File: config.mk
export PLATFORM = sky130hd
export DESIGN_NAME = thermal_visible_yuv_fusion
export DESIGN_NICKNAME = d
export VERILOG_FILES = /design/src/thvf_pkg.sv /design/src/thermal_visible_yuv_fusion.sv /design/src/thvf_regs.sv /design/src/thvf_csc.sv /design/src/thvf_blend.sv
export SDC_FILE = /design/constraint.sdc
export NUM_CORES = 2
export LEC_CHECK = 0
export BUFFER_PORTS_ARGS = -buffer_cell sky130_fd_sc_hd__buf_2
export CAP_MARGIN = 5
export CORE_AREA = 2 2 303 365
export DETAILED_ROUTE_END_ITERATION = 10
export DIE_AREA = 0 0 305 367
export GPL_TIMING_DRIVEN = 0
export PLACE_DENSITY_LB_ADDON = 0.08
export SKIP_LAST_GASP = 1
export SYNTH_ARGS = -nofsm -noshare
export SYNTH_HDL_FRONTEND = slang
export SYNTH_HIERARCHICAL = 1
export SYNTH_SLANG_ARGS = --single-unit
File: constraint.sdc
create_clock -name aclk -period 14.62 [get_ports aclk]
set_clock_uncertainty 0.15 [all_clocks]
set_input_delay 2.924 -clock aclk [delete_from_list [all_inputs] [get_ports aclk]]
set_output_delay 2.924 -clock aclk [all_outputs]
set_load 0.02 [all_outputs]
File: src/thvf_pkg.sv
// Shared types, constants and register map of the thermal/visible YUV fusion block.
`default_nettype none

package thvf_pkg;

    localparam int COEF_FRAC_BITS_DEF = 8;
    localparam int GAIN_FRAC_BITS_DEF = 8;

    localparam int PIX_W   = 8;
    localparam int GAIN_W  = 10;
    localparam int OFF_W   = 10;
    localparam int APB_AW  = 5;
    localparam int APB_DW  = 32;
    localparam int IDX_W   = APB_AW - 2;

    localparam logic [GAIN_W-1:0]       GAIN_RST = 10'd256;
    localparam logic [PIX_W-1:0]        PIX_MAX  = 8'd255;
    localparam logic signed [OFF_W-1:0] OFF_HF   = 10'sd128;

    typedef enum logic [IDX_W-1:0] {
        REG_MODE       = 3'd0,
        REG_CAM_Y_GAIN = 3'd1,
        REG_CAM_C_GAIN = 3'd2,
        REG_TH_Y_GAIN  = 3'd3,
        REG_TH_C_GAIN  = 3'd4
    } reg_idx_t;

    typedef struct packed {
        logic              hf_mode;
        logic [GAIN_W-1:0] cam_y_gain;
        logic [GAIN_W-1:0] cam_c_gain;
        logic [GAIN_W-1:0] th_y_gain;
        logic [GAIN_W-1:0] th_c_gain;
    } cfg_t;

    typedef struct packed {
        logic [PIX_W-1:0] cam_y;
        logic [PIX_W-1:0] blue;
        logic [PIX_W-1:0] green;
        logic [PIX_W-1:0] red;
        logic             chroma;
        logic [PIX_W-1:0] cam_v;
        logic [PIX_W-1:0] cam_u;
    } pix_t;

    typedef struct packed {
        logic [PIX_W-1:0] cam_y;
        logic [PIX_W-1:0] cam_v;
        logic [PIX_W-1:0] cam_u;
        logic             chroma;
    } side_t;

    typedef struct packed {
        side_t                    side;
        logic signed [OFF_W-1:0]  y_off;
        logic signed [OFF_W-1:0]  v_off;
        logic signed [OFF_W-1:0]  u_off;
    } offs_t;

    typedef struct packed {
        logic [PIX_W-1:0] luma;
        logic             chroma;
        logic [PIX_W-1:0] v;
        logic [PIX_W-1:0] u;
    } fused_t;

endpackage

`default_nettype wire

File: src/thermal_visible_yuv_fusion.sv
// Top level of the thermal/visible YUV fusion block.
// One pixel beat is accepted per clock when the output side does not stall, and
// one fused beat leaves per pixel after passing through three stages of
// BT.601 color conversion (coefficient products, sums, scaling to offsets), then
// a gain-product stage and a sum/clamp stage that is the output register. Each
// stage holds its data only while the next one is full and stalled, so bubbles
// close up and s_tready stays high as long as any stage can move. Chroma is
// produced only on beats with s_tuser set; other beats leave fused U and V at
// zero. In high-frequency mode the camera gains act as zero. Registers may be
// changed only while no beat is in flight.
`default_nettype none

module thermal_visible_yuv_fusion import thvf_pkg::*; #(
    parameter int COEF_FRAC_BITS = COEF_FRAC_BITS_DEF,
    parameter int GAIN_FRAC_BITS = GAIN_FRAC_BITS_DEF
) (
    input  wire logic              aclk,
    input  wire logic              aresetn,
    input  wire logic              s_tvalid,
    output logic                   s_tready,
    // camera_luma, thermal_blue, thermal_green, thermal_red, camera_v, camera_u
    input  wire logic [47:0]       s_tdata,
    // chroma_sample
    input  wire logic              s_tuser,
    output logic                   m_tvalid,
    input  wire logic              m_tready,
    // fused_luma, fused_v, fused_u
    output logic [23:0]            m_tdata,
    // chroma_out_valid
    output logic                   m_tuser,
    input  wire logic              psel,
    input  wire logic              penable,
    input  wire logic              pwrite,
    input  wire logic [APB_AW-1:0] paddr,
    input  wire logic [APB_DW-1:0] pwdata,
    output logic      [APB_DW-1:0] prdata,
    output logic                   pready
);

    cfg_t   cfg;
    pix_t   in_pix;
    offs_t  offs;
    logic   offs_valid, offs_ready;
    fused_t out_pix;

    assign in_pix.cam_y  = s_tdata[7:0];
    assign in_pix.blue   = s_tdata[15:8];
    assign in_pix.green  = s_tdata[23:16];
    assign in_pix.red    = s_tdata[31:24];
    assign in_pix.chroma = s_tuser;
    assign in_pix.cam_v  = s_tdata[39:32];
    assign in_pix.cam_u  = s_tdata[47:40];

    thvf_regs u_regs (
        .aclk    (aclk),
        .aresetn (aresetn),
        .psel    (psel),
        .penable (penable),
        .pwrite  (pwrite),
        .paddr   (paddr),
        .pwdata  (pwdata),
        .prdata  (prdata),
        .pready  (pready),
        .cfg     (cfg)
    );

    thvf_csc #(
        .COEF_FRAC_BITS (COEF_FRAC_BITS)
    ) u_csc (
        .aclk      (aclk),
        .aresetn   (aresetn),
        .hf_mode   (cfg.hf_mode),
        .in_valid  (s_tvalid),
        .in_ready  (s_tready),
        .in_pix    (in_pix),
        .out_valid (offs_valid),
        .out_ready (offs_ready),
        .out_offs  (offs)
    );

    thvf_blend #(
        .GAIN_FRAC_BITS (GAIN_FRAC_BITS)
    ) u_blend (
        .aclk      (aclk),
        .aresetn   (aresetn),
        .cfg       (cfg),
        .in_valid  (offs_valid),
        .in_ready  (offs_ready),
        .in_offs   (offs),
        .out_valid (m_tvalid),
        .out_ready (m_tready),
        .out_pix   (out_pix)
    );

    assign m_tdata = {out_pix.u, out_pix.v, out_pix.luma};
    assign m_tuser = out_pix.chroma;

endmodule

`default_nettype wire

File: src/thvf_regs.sv
// APB configuration registers: mode and the four blend gains.
`default_nettype none

module thvf_regs import thvf_pkg::*; (
    input  wire logic              aclk,
    input  wire logic              aresetn,
    input  wire logic              psel,
    input  wire logic              penable,
    input  wire logic              pwrite,
    input  wire logic [APB_AW-1:0] paddr,
    input  wire logic [APB_DW-1:0] pwdata,
    output logic      [APB_DW-1:0] prdata,
    output logic                   pready,
    output cfg_t                   cfg
);

    cfg_t     cfg_reg;
    logic     wr_en;
    reg_idx_t idx;

    assign pready = 1'b1;
    assign wr_en  = psel & penable & pwrite & pready;
    assign idx    = reg_idx_t'(paddr[APB_AW-1:2]);
    assign cfg    = cfg_reg;

    always_ff @(posedge aclk) begin
        if (!aresetn) begin
            cfg_reg.hf_mode    <= 1'b0;
            cfg_reg.cam_y_gain <= GAIN_RST;
            cfg_reg.cam_c_gain <= GAIN_RST;
            cfg_reg.th_y_gain  <= GAIN_RST;
            cfg_reg.th_c_gain  <= GAIN_RST;
        end else if (wr_en) begin
            unique case (idx)
                REG_MODE:       cfg_reg.hf_mode    <= pwdata[0];
                REG_CAM_Y_GAIN: cfg_reg.cam_y_gain <= pwdata[GAIN_W-1:0];
                REG_CAM_C_GAIN: cfg_reg.cam_c_gain <= pwdata[GAIN_W-1:0];
                REG_TH_Y_GAIN:  cfg_reg.th_y_gain  <= pwdata[GAIN_W-1:0];
                REG_TH_C_GAIN:  cfg_reg.th_c_gain  <= pwdata[GAIN_W-1:0];
                default: ;
            endcase
        end
    end

    always_comb begin
        unique case (idx)
            REG_MODE:       prdata = APB_DW'(cfg_reg.hf_mode);
            REG_CAM_Y_GAIN: prdata = APB_DW'(cfg_reg.cam_y_gain);
            REG_CAM_C_GAIN: prdata = APB_DW'(cfg_reg.cam_c_gain);
            REG_TH_Y_GAIN:  prdata = APB_DW'(cfg_reg.th_y_gain);
            REG_TH_C_GAIN:  prdata = APB_DW'(cfg_reg.th_c_gain);
            default:        prdata = '0;
        endcase
    end

endmodule

`default_nettype wire

File: src/thvf_csc.sv
// Three-stage BT.601 conversion of the thermal color into signed YUV offsets.
`default_nettype none

module thvf_csc import thvf_pkg::*; #(
    parameter int COEF_FRAC_BITS = COEF_FRAC_BITS_DEF
) (
    input  wire logic aclk,
    input  wire logic aresetn,
    input  wire logic hf_mode,
    input  wire logic in_valid,
    output logic      in_ready,
    input  pix_t      in_pix,
    output logic      out_valid,
    input  wire logic out_ready,
    output offs_t     out_offs
);

    localparam int CW = COEF_FRAC_BITS;
    localparam int PW = CW + PIX_W;
    localparam int SW = PW + 2;

    localparam int CQ_YR = (257 * (1 << CW) + 500) / 1000;
    localparam int CQ_YG = (504 * (1 << CW) + 500) / 1000;
    localparam int CQ_YB = (98  * (1 << CW) + 500) / 1000;
    localparam int CQ_UR = (148 * (1 << CW) + 500) / 1000;
    localparam int CQ_UG = (291 * (1 << CW) + 500) / 1000;
    localparam int CQ_UB = (439 * (1 << CW) + 500) / 1000;
    localparam int CQ_VR = (439 * (1 << CW) + 500) / 1000;
    localparam int CQ_VG = (368 * (1 << CW) + 500) / 1000;
    localparam int CQ_VB = (71  * (1 << CW) + 500) / 1000;

    localparam logic [PW-1:0] K_YR = PW'(CQ_YR);
    localparam logic [PW-1:0] K_YG = PW'(CQ_YG);
    localparam logic [PW-1:0] K_YB = PW'(CQ_YB);
    localparam logic [PW-1:0] K_UR = PW'(CQ_UR);
    localparam logic [PW-1:0] K_UG = PW'(CQ_UG);
    localparam logic [PW-1:0] K_UB = PW'(CQ_UB);
    localparam logic [PW-1:0] K_VR = PW'(CQ_VR);
    localparam logic [PW-1:0] K_VG = PW'(CQ_VG);
    localparam logic [PW-1:0] K_VB = PW'(CQ_VB);

    localparam logic signed [SW-1:0] Y_BIAS = SW'(112 << CW);
    localparam logic signed [SW-1:0] RND    = SW'((1 << CW) - 1);

    // divide by 2^CW toward zero, then the high-frequency lift
    function automatic logic signed [OFF_W-1:0] tdiv(input logic signed [SW-1:0] s,
                                                     input logic hf);
        logic signed [SW-1:0] adj;
        adj  = s + (s[SW-1] ? RND : '0);
        tdiv = OFF_W'(adj >>> CW) + (hf ? OFF_HF : '0);
    endfunction

    logic v1_reg, v2_reg, v3_reg;
    logic en1, en2, en3;

    side_t         side1_reg, side2_reg;
    logic [PW-1:0] p_yr_reg, p_yg_reg, p_yb_reg;
    logic [PW-1:0] p_ur_reg, p_ug_reg, p_ub_reg;
    logic [PW-1:0] p_vr_reg, p_vg_reg, p_vb_reg;

    logic signed [SW-1:0] y_sum_next, u_sum_next, v_sum_next;
    logic signed [SW-1:0] y_sum_reg,  u_sum_reg,  v_sum_reg;

    offs_t offs_next, offs_reg;

    assign en3      = !v3_reg || out_ready;
    assign en2      = !v2_reg || en3;
    assign en1      = !v1_reg || en2;
    assign in_ready = en1;

    always_ff @(posedge aclk) begin
        if (!aresetn) begin
            v1_reg <= 1'b0;
            v2_reg <= 1'b0;
            v3_reg <= 1'b0;
        end else begin
            if (en1) v1_reg <= in_valid;
            if (en2) v2_reg <= v1_reg;
            if (en3) v3_reg <= v2_reg;
        end
    end

    // stage 1: coefficient products
    always_ff @(posedge aclk) begin
        if (en1) begin
            side1_reg.cam_y  <= in_pix.cam_y;
            side1_reg.cam_v  <= in_pix.cam_v;
            side1_reg.cam_u  <= in_pix.cam_u;
            side1_reg.chroma <= in_pix.chroma;
            p_yr_reg <= K_YR * PW'(in_pix.red);
            p_yg_reg <= K_YG * PW'(in_pix.green);
            p_yb_reg <= K_YB * PW'(in_pix.blue);
            p_ur_reg <= K_UR * PW'(in_pix.red);
            p_ug_reg <= K_UG * PW'(in_pix.green);
            p_ub_reg <= K_UB * PW'(in_pix.blue);
            p_vr_reg <= K_VR * PW'(in_pix.red);
            p_vg_reg <= K_VG * PW'(in_pix.green);
            p_vb_reg <= K_VB * PW'(in_pix.blue);
        end
    end

    // stage 2: weighted sums
    always_comb begin
        y_sum_next = $signed(SW'(p_yr_reg)) + $signed(SW'(p_yg_reg))
                   + $signed(SW'(p_yb_reg)) - Y_BIAS;
        u_sum_next = $signed(SW'(p_ub_reg)) - $signed(SW'(p_ur_reg))
                   - $signed(SW'(p_ug_reg));
        v_sum_next = $signed(SW'(p_vr_reg)) - $signed(SW'(p_vg_reg))
                   - $signed(SW'(p_vb_reg));
    end

    always_ff @(posedge aclk) begin
        if (en2) begin
            side2_reg <= side1_reg;
            y_sum_reg <= y_sum_next;
            u_sum_reg <= u_sum_next;
            v_sum_reg <= v_sum_next;
        end
    end

    // stage 3: scale down to offsets
    always_comb begin
        offs_next.side  = side2_reg;
        offs_next.y_off = tdiv(y_sum_reg, hf_mode);
        offs_next.v_off = tdiv(v_sum_reg, hf_mode);
        offs_next.u_off = tdiv(u_sum_reg, hf_mode);
    end

    always_ff @(posedge aclk) begin
        if (en3) begin
            offs_reg <= offs_next;
        end
    end

    assign out_valid = v3_reg;
    assign out_offs  = offs_reg;

endmodule

`default_nettype wire

File: src/thvf_blend.sv
// Two-stage gain blend of camera samples with thermal offsets, clamped to 8 bits.
`default_nettype none

module thvf_blend import thvf_pkg::*; #(
    parameter int GAIN_FRAC_BITS = GAIN_FRAC_BITS_DEF
) (
    input  wire logic aclk,
    input  wire logic aresetn,
    input  cfg_t      cfg,
    input  wire logic in_valid,
    output logic      in_ready,
    input  offs_t     in_offs,
    output logic      out_valid,
    input  wire logic out_ready,
    output fused_t    out_pix
);

    localparam int CPW = PIX_W + GAIN_W;
    localparam int TPW = OFF_W + GAIN_W + 1;
    localparam int AW  = TPW + 1;

    function automatic logic [PIX_W-1:0] clamp(input logic [CPW-1:0] cp,
                                               input logic signed [TPW-1:0] tp);
        logic signed [AW-1:0] acc;
        logic [AW-1:0]        q;
        acc = $signed(AW'(cp)) + AW'(tp);
        q   = AW'(acc >>> GAIN_FRAC_BITS);
        if (acc[AW-1]) begin
            clamp = '0;
        end else if (q > AW'(PIX_MAX)) begin
            clamp = PIX_MAX;
        end else begin
            clamp = q[PIX_W-1:0];
        end
    endfunction

    logic va_reg, vb_reg;
    logic ena, enb;

    logic [GAIN_W-1:0] gy, guv;

    logic                  chroma_a_reg;
    logic [CPW-1:0]        cy_p_reg, cv_p_reg, cu_p_reg;
    logic signed [TPW-1:0] ty_p_reg, tv_p_reg, tu_p_reg;

    fused_t pix_next, pix_reg;

    assign enb      = !vb_reg || out_ready;
    assign ena      = !va_reg || enb;
    assign in_ready = ena;

    assign gy  = cfg.hf_mode ? '0 : cfg.cam_y_gain;
    assign guv = cfg.hf_mode ? '0 : cfg.cam_c_gain;

    always_ff @(posedge aclk) begin
        if (!aresetn) begin
            va_reg <= 1'b0;
            vb_reg <= 1'b0;
        end else begin
            if (ena) va_reg <= in_valid;
            if (enb) vb_reg <= va_reg;
        end
    end

    // stage A: gain products
    always_ff @(posedge aclk) begin
        if (ena) begin
            chroma_a_reg <= in_offs.side.chroma;
            cy_p_reg <= CPW'(in_offs.side.cam_y) * CPW'(gy);
            cv_p_reg <= CPW'(in_offs.side.cam_v) * CPW'(guv);
            cu_p_reg <= CPW'(in_offs.side.cam_u) * CPW'(guv);
            ty_p_reg <= TPW'(in_offs.y_off) * $signed(TPW'(cfg.th_y_gain));
            tv_p_reg <= TPW'(in_offs.v_off) * $signed(TPW'(cfg.th_c_gain));
            tu_p_reg <= TPW'(in_offs.u_off) * $signed(TPW'(cfg.th_c_gain));
        end
    end

    // stage B: sum, scale and clamp
    always_comb begin
        pix_next.luma   = clamp(cy_p_reg, ty_p_reg);
        pix_next.chroma = chroma_a_reg;
        pix_next.v      = chroma_a_reg ? clamp(cv_p_reg, tv_p_reg) : '0;
        pix_next.u      = chroma_a_reg ? clamp(cu_p_reg, tu_p_reg) : '0;
    end

    always_ff @(posedge aclk) begin
        if (enb) begin
            pix_reg <= pix_next;
        end
    end

    assign out_valid = vb_reg;
    assign out_pix   = pix_reg;

endmodule

`default_nettype wire

==> out/results.ini <==
[finish]
final_core_util = 0.436
n_fill_cell = 10500
drive_gt1_frac = 0.0649
diodes = 0
final_nets = 5381
stdcell_count = 5748
largest_register_ffs = 55
area.growth.synth_to_final_pct = 10.1
seqCellArea_um2 = 13100
multi_input_area_um2 = 26900

[worst_setup_path]
cp-start-kind = input pin
end_kind = output port
critical_path_class = in -> out
worst_ep_arrival_time_ns = 6.16
cp_max_fo = 59
critPathRequiredTime_ns = 11.55

[drt]
ant_nets = 0
via_per_inst = 4.89
drt_pass1_iterations = 5
vias = 28100
drtIter0Drc = 1247
drc = 0
finalWirelength_um = 101000
wire_per_inst_um = 17.5

[grt]
grt-ovfl-total = 0
grtUsageTotal = 0.186
grt_pass1_vias = 29400
grt_pass1_wl_um = 163000
antenna_found_initial = 3
grt_max_degree = 62

[synthesis]
synth_cells = 4099
synth_ff_type = edfxtp_1
synthArstFlopShare = 0
synth_top_area_share = 0.282
synth_seq_cells = 450
syn_area_um2 = 43000
yosysTopAreaCell = edfxtp_1
synth_cell_types = 86
syn_avg_cell_area_um2 = 10.5
yosys-top-cells-area = edfxtp_1 (28%), fa_1 (18%), ha_1 (18%), inv_1 (5.9%), and2_1 (4.2%)
synth_edf_count = 404
synth_seq_area_share = 0.304
synth_warnings = 6

[die]
num_rows = 133
floorplan.initialDensity = 0.396
io_pins = 153
die_area_um2 = 112000
core_um2 = 109000
die_w_um = 305
die_h_um = 367

[clocking]
post_cts_buffers = 0
clk_latency_ns = 0.68
cts_buffer_depth = 3
cts_buffers = 56
cts-htree-levels = 2
cts_hold_buf = 0
root_buffer = clkbuf_16
clock-sinks = 450
cts_tree = built
post_cts_resized = 0
clkTransAtPathRegs_ns = 0.07

[timing]
min_period_ns = 9.24
setup_ws_ns = 5.38
rsz0062_at_grt = false
post-route-period-util = 0.632
fin_tns_setup_ns = 0
relSlewSlack = 0.405
worst_pin_slew_ns = 0.893
max_freq_mhz = 108
setup_viol = 0
maxSlewViolCount = 0
hold_violations = 0

[pwr]
ir_drop_mv = 0.113
p_per_area_nw_per_um2 = 163
leakage_nw = 22.8
total_power_mw = 7.70

[place]
place_hpwl_um = 79200
place_inst = 5645
io_buffers = 103
gp_congestion = 0.817
place_ws_ns = 5.26

[hold_path]
hold_path.class = reg -> reg

[outcome]
status = complete, no violations

[flow_run]
drv_cap = 0

[cells in the mapped netlist (7+ instances only)]
library cell / number
o21bai_1: 26
xor2_1: 79
a21o_1: 54
nand2_1: 373
nand2b_1: 34
mux2i_1: 41
dfxtp_1: 46
a21oi_1: 179
or3_1: 15
a211oi_1: 9
o211ai_1: 18
o21a_1: 25
buf_1: 19
o311ai_0: 7
buf_4: 24
a21boi_0: 11
xnor2_1: 166
a22oi_1: 10
ha_1: 608
nor3_1: 36
a31o_2: 7
fa_1: 394
a2111oi_0: 8
edfxtp_1: 404
a31oi_1: 12
or2_2: 13
nand4_1: 14
mux2_2: 9
clkbuf_1: 73
nand3_1: 40
and2_1: 286
nor2_1: 93
nor2b_1: 63
and3_1: 27
o21ai_0: 88
inv_1: 681
[worst paths after layout]
check                                    startpoint              endpoint  cells past startpoint  slack, ns
worst max-delay path                       m_tready              s_tready                      8       5.38
worst min-delay path            u_csc/offs_next[44]    u_csc/out_offs[44]                      0       0.26
worst max register to register       u_regs/cfg[40]  u_blend/cu_p_reg[17]                     19       7.56
worst min register to register  u_csc/offs_next[44]    u_csc/out_offs[44]                      0       0.26
[area by class of cell]
type | count | area share
multi-input combinational | 2864 | 0.568
clock buffer | 72 | 0.0315
clock inverter | 31 | 0.00711
sequential | 450 | 0.276
timing repair buffer | 108 | 0.0136
buffer | 124 | 0.0122
inverter | 682 | 0.0541
tap | 1417 | 0.0375
[worst max-delay path, cell delays in order]
cell and delay [ns]:
buf_2 0.09, nor2b_1 0.33, nand2_4 0.50, nor2b_1 0.74
nand3_4 0.55, buf_16 0.40, buf_16 0.28, buf_2 0.21
[layer usage]
layer  vias to the layer above  track usage  part of all wire
li1                      13900            -                 -
met1                     13700        0.240              0.45
met2                       373        0.324              0.49
met3                       116       0.0272             0.036
met4                         2       0.0499             0.027
met5                         -            0           0.00013
[cells by family after synthesis]
family / share of synthesized area
AO/OA/AOI/OAI: 0.0779
XOR/XNOR: 0.0499
adder cells (fa/ha/maj): 0.361
buffers and inverters: 0.0730
flip-flops: 0.304
multiplexers: 0.0119
other: 0.000175
AND/OR/NAND/NOR: 0.123
[placed cells by master (no fill, tap or decap), types with 9 or more instances in the layout]
master,count
a21oi_1,179
nand2_1,371
o21ai_0,88
a21o_1,54
a22oi_1,10
or2_2,13
a211oi_1,9
conb_1,23
clkbuf_16,56
a21boi_0,11
o21bai_1,26
xnor2_1,166
buf_4,24
nor2_1,93
nor2b_1,63
fa_1,394
a31oi_1,12
buf_2,108
mux2i_1,41
nand4_1,14
inv_1,679
and2_1,286
edfxtp_1,404
o21a_1,25
clkinv_1,9
and3_1,27
o211ai_1,18
nand2b_1,34
nor3_1,36
dfxtp_1,46
xor2_1,79
clkbuf_1,86
mux2_2,9
buf_1,19
ha_1,608
nand3_1,39
or3_1,15
[through the flow]
step / hold WS, ns / area [um^2]
final: 0.261 / 47300
after global routing: 0.274 / 47300
after CTS: 0.262 / 47300
after detailed placement: 0.255 / 45500
after global placement: 0.255 / 45300
after floorplan: 0.250 / 43100
[report_power, final]
group / internal [mW] / total, mW / leakage, nW / switching (mW)
Combinational: 1.82 / 4.20 / 17.1 / 2.38
Clock: 0.796 / 1.39 / 0.880 / 0.592
Sequential: 1.93 / 2.11 / 4.76 / 0.181
No activity file was read; power rests on OpenSTA's default activity.
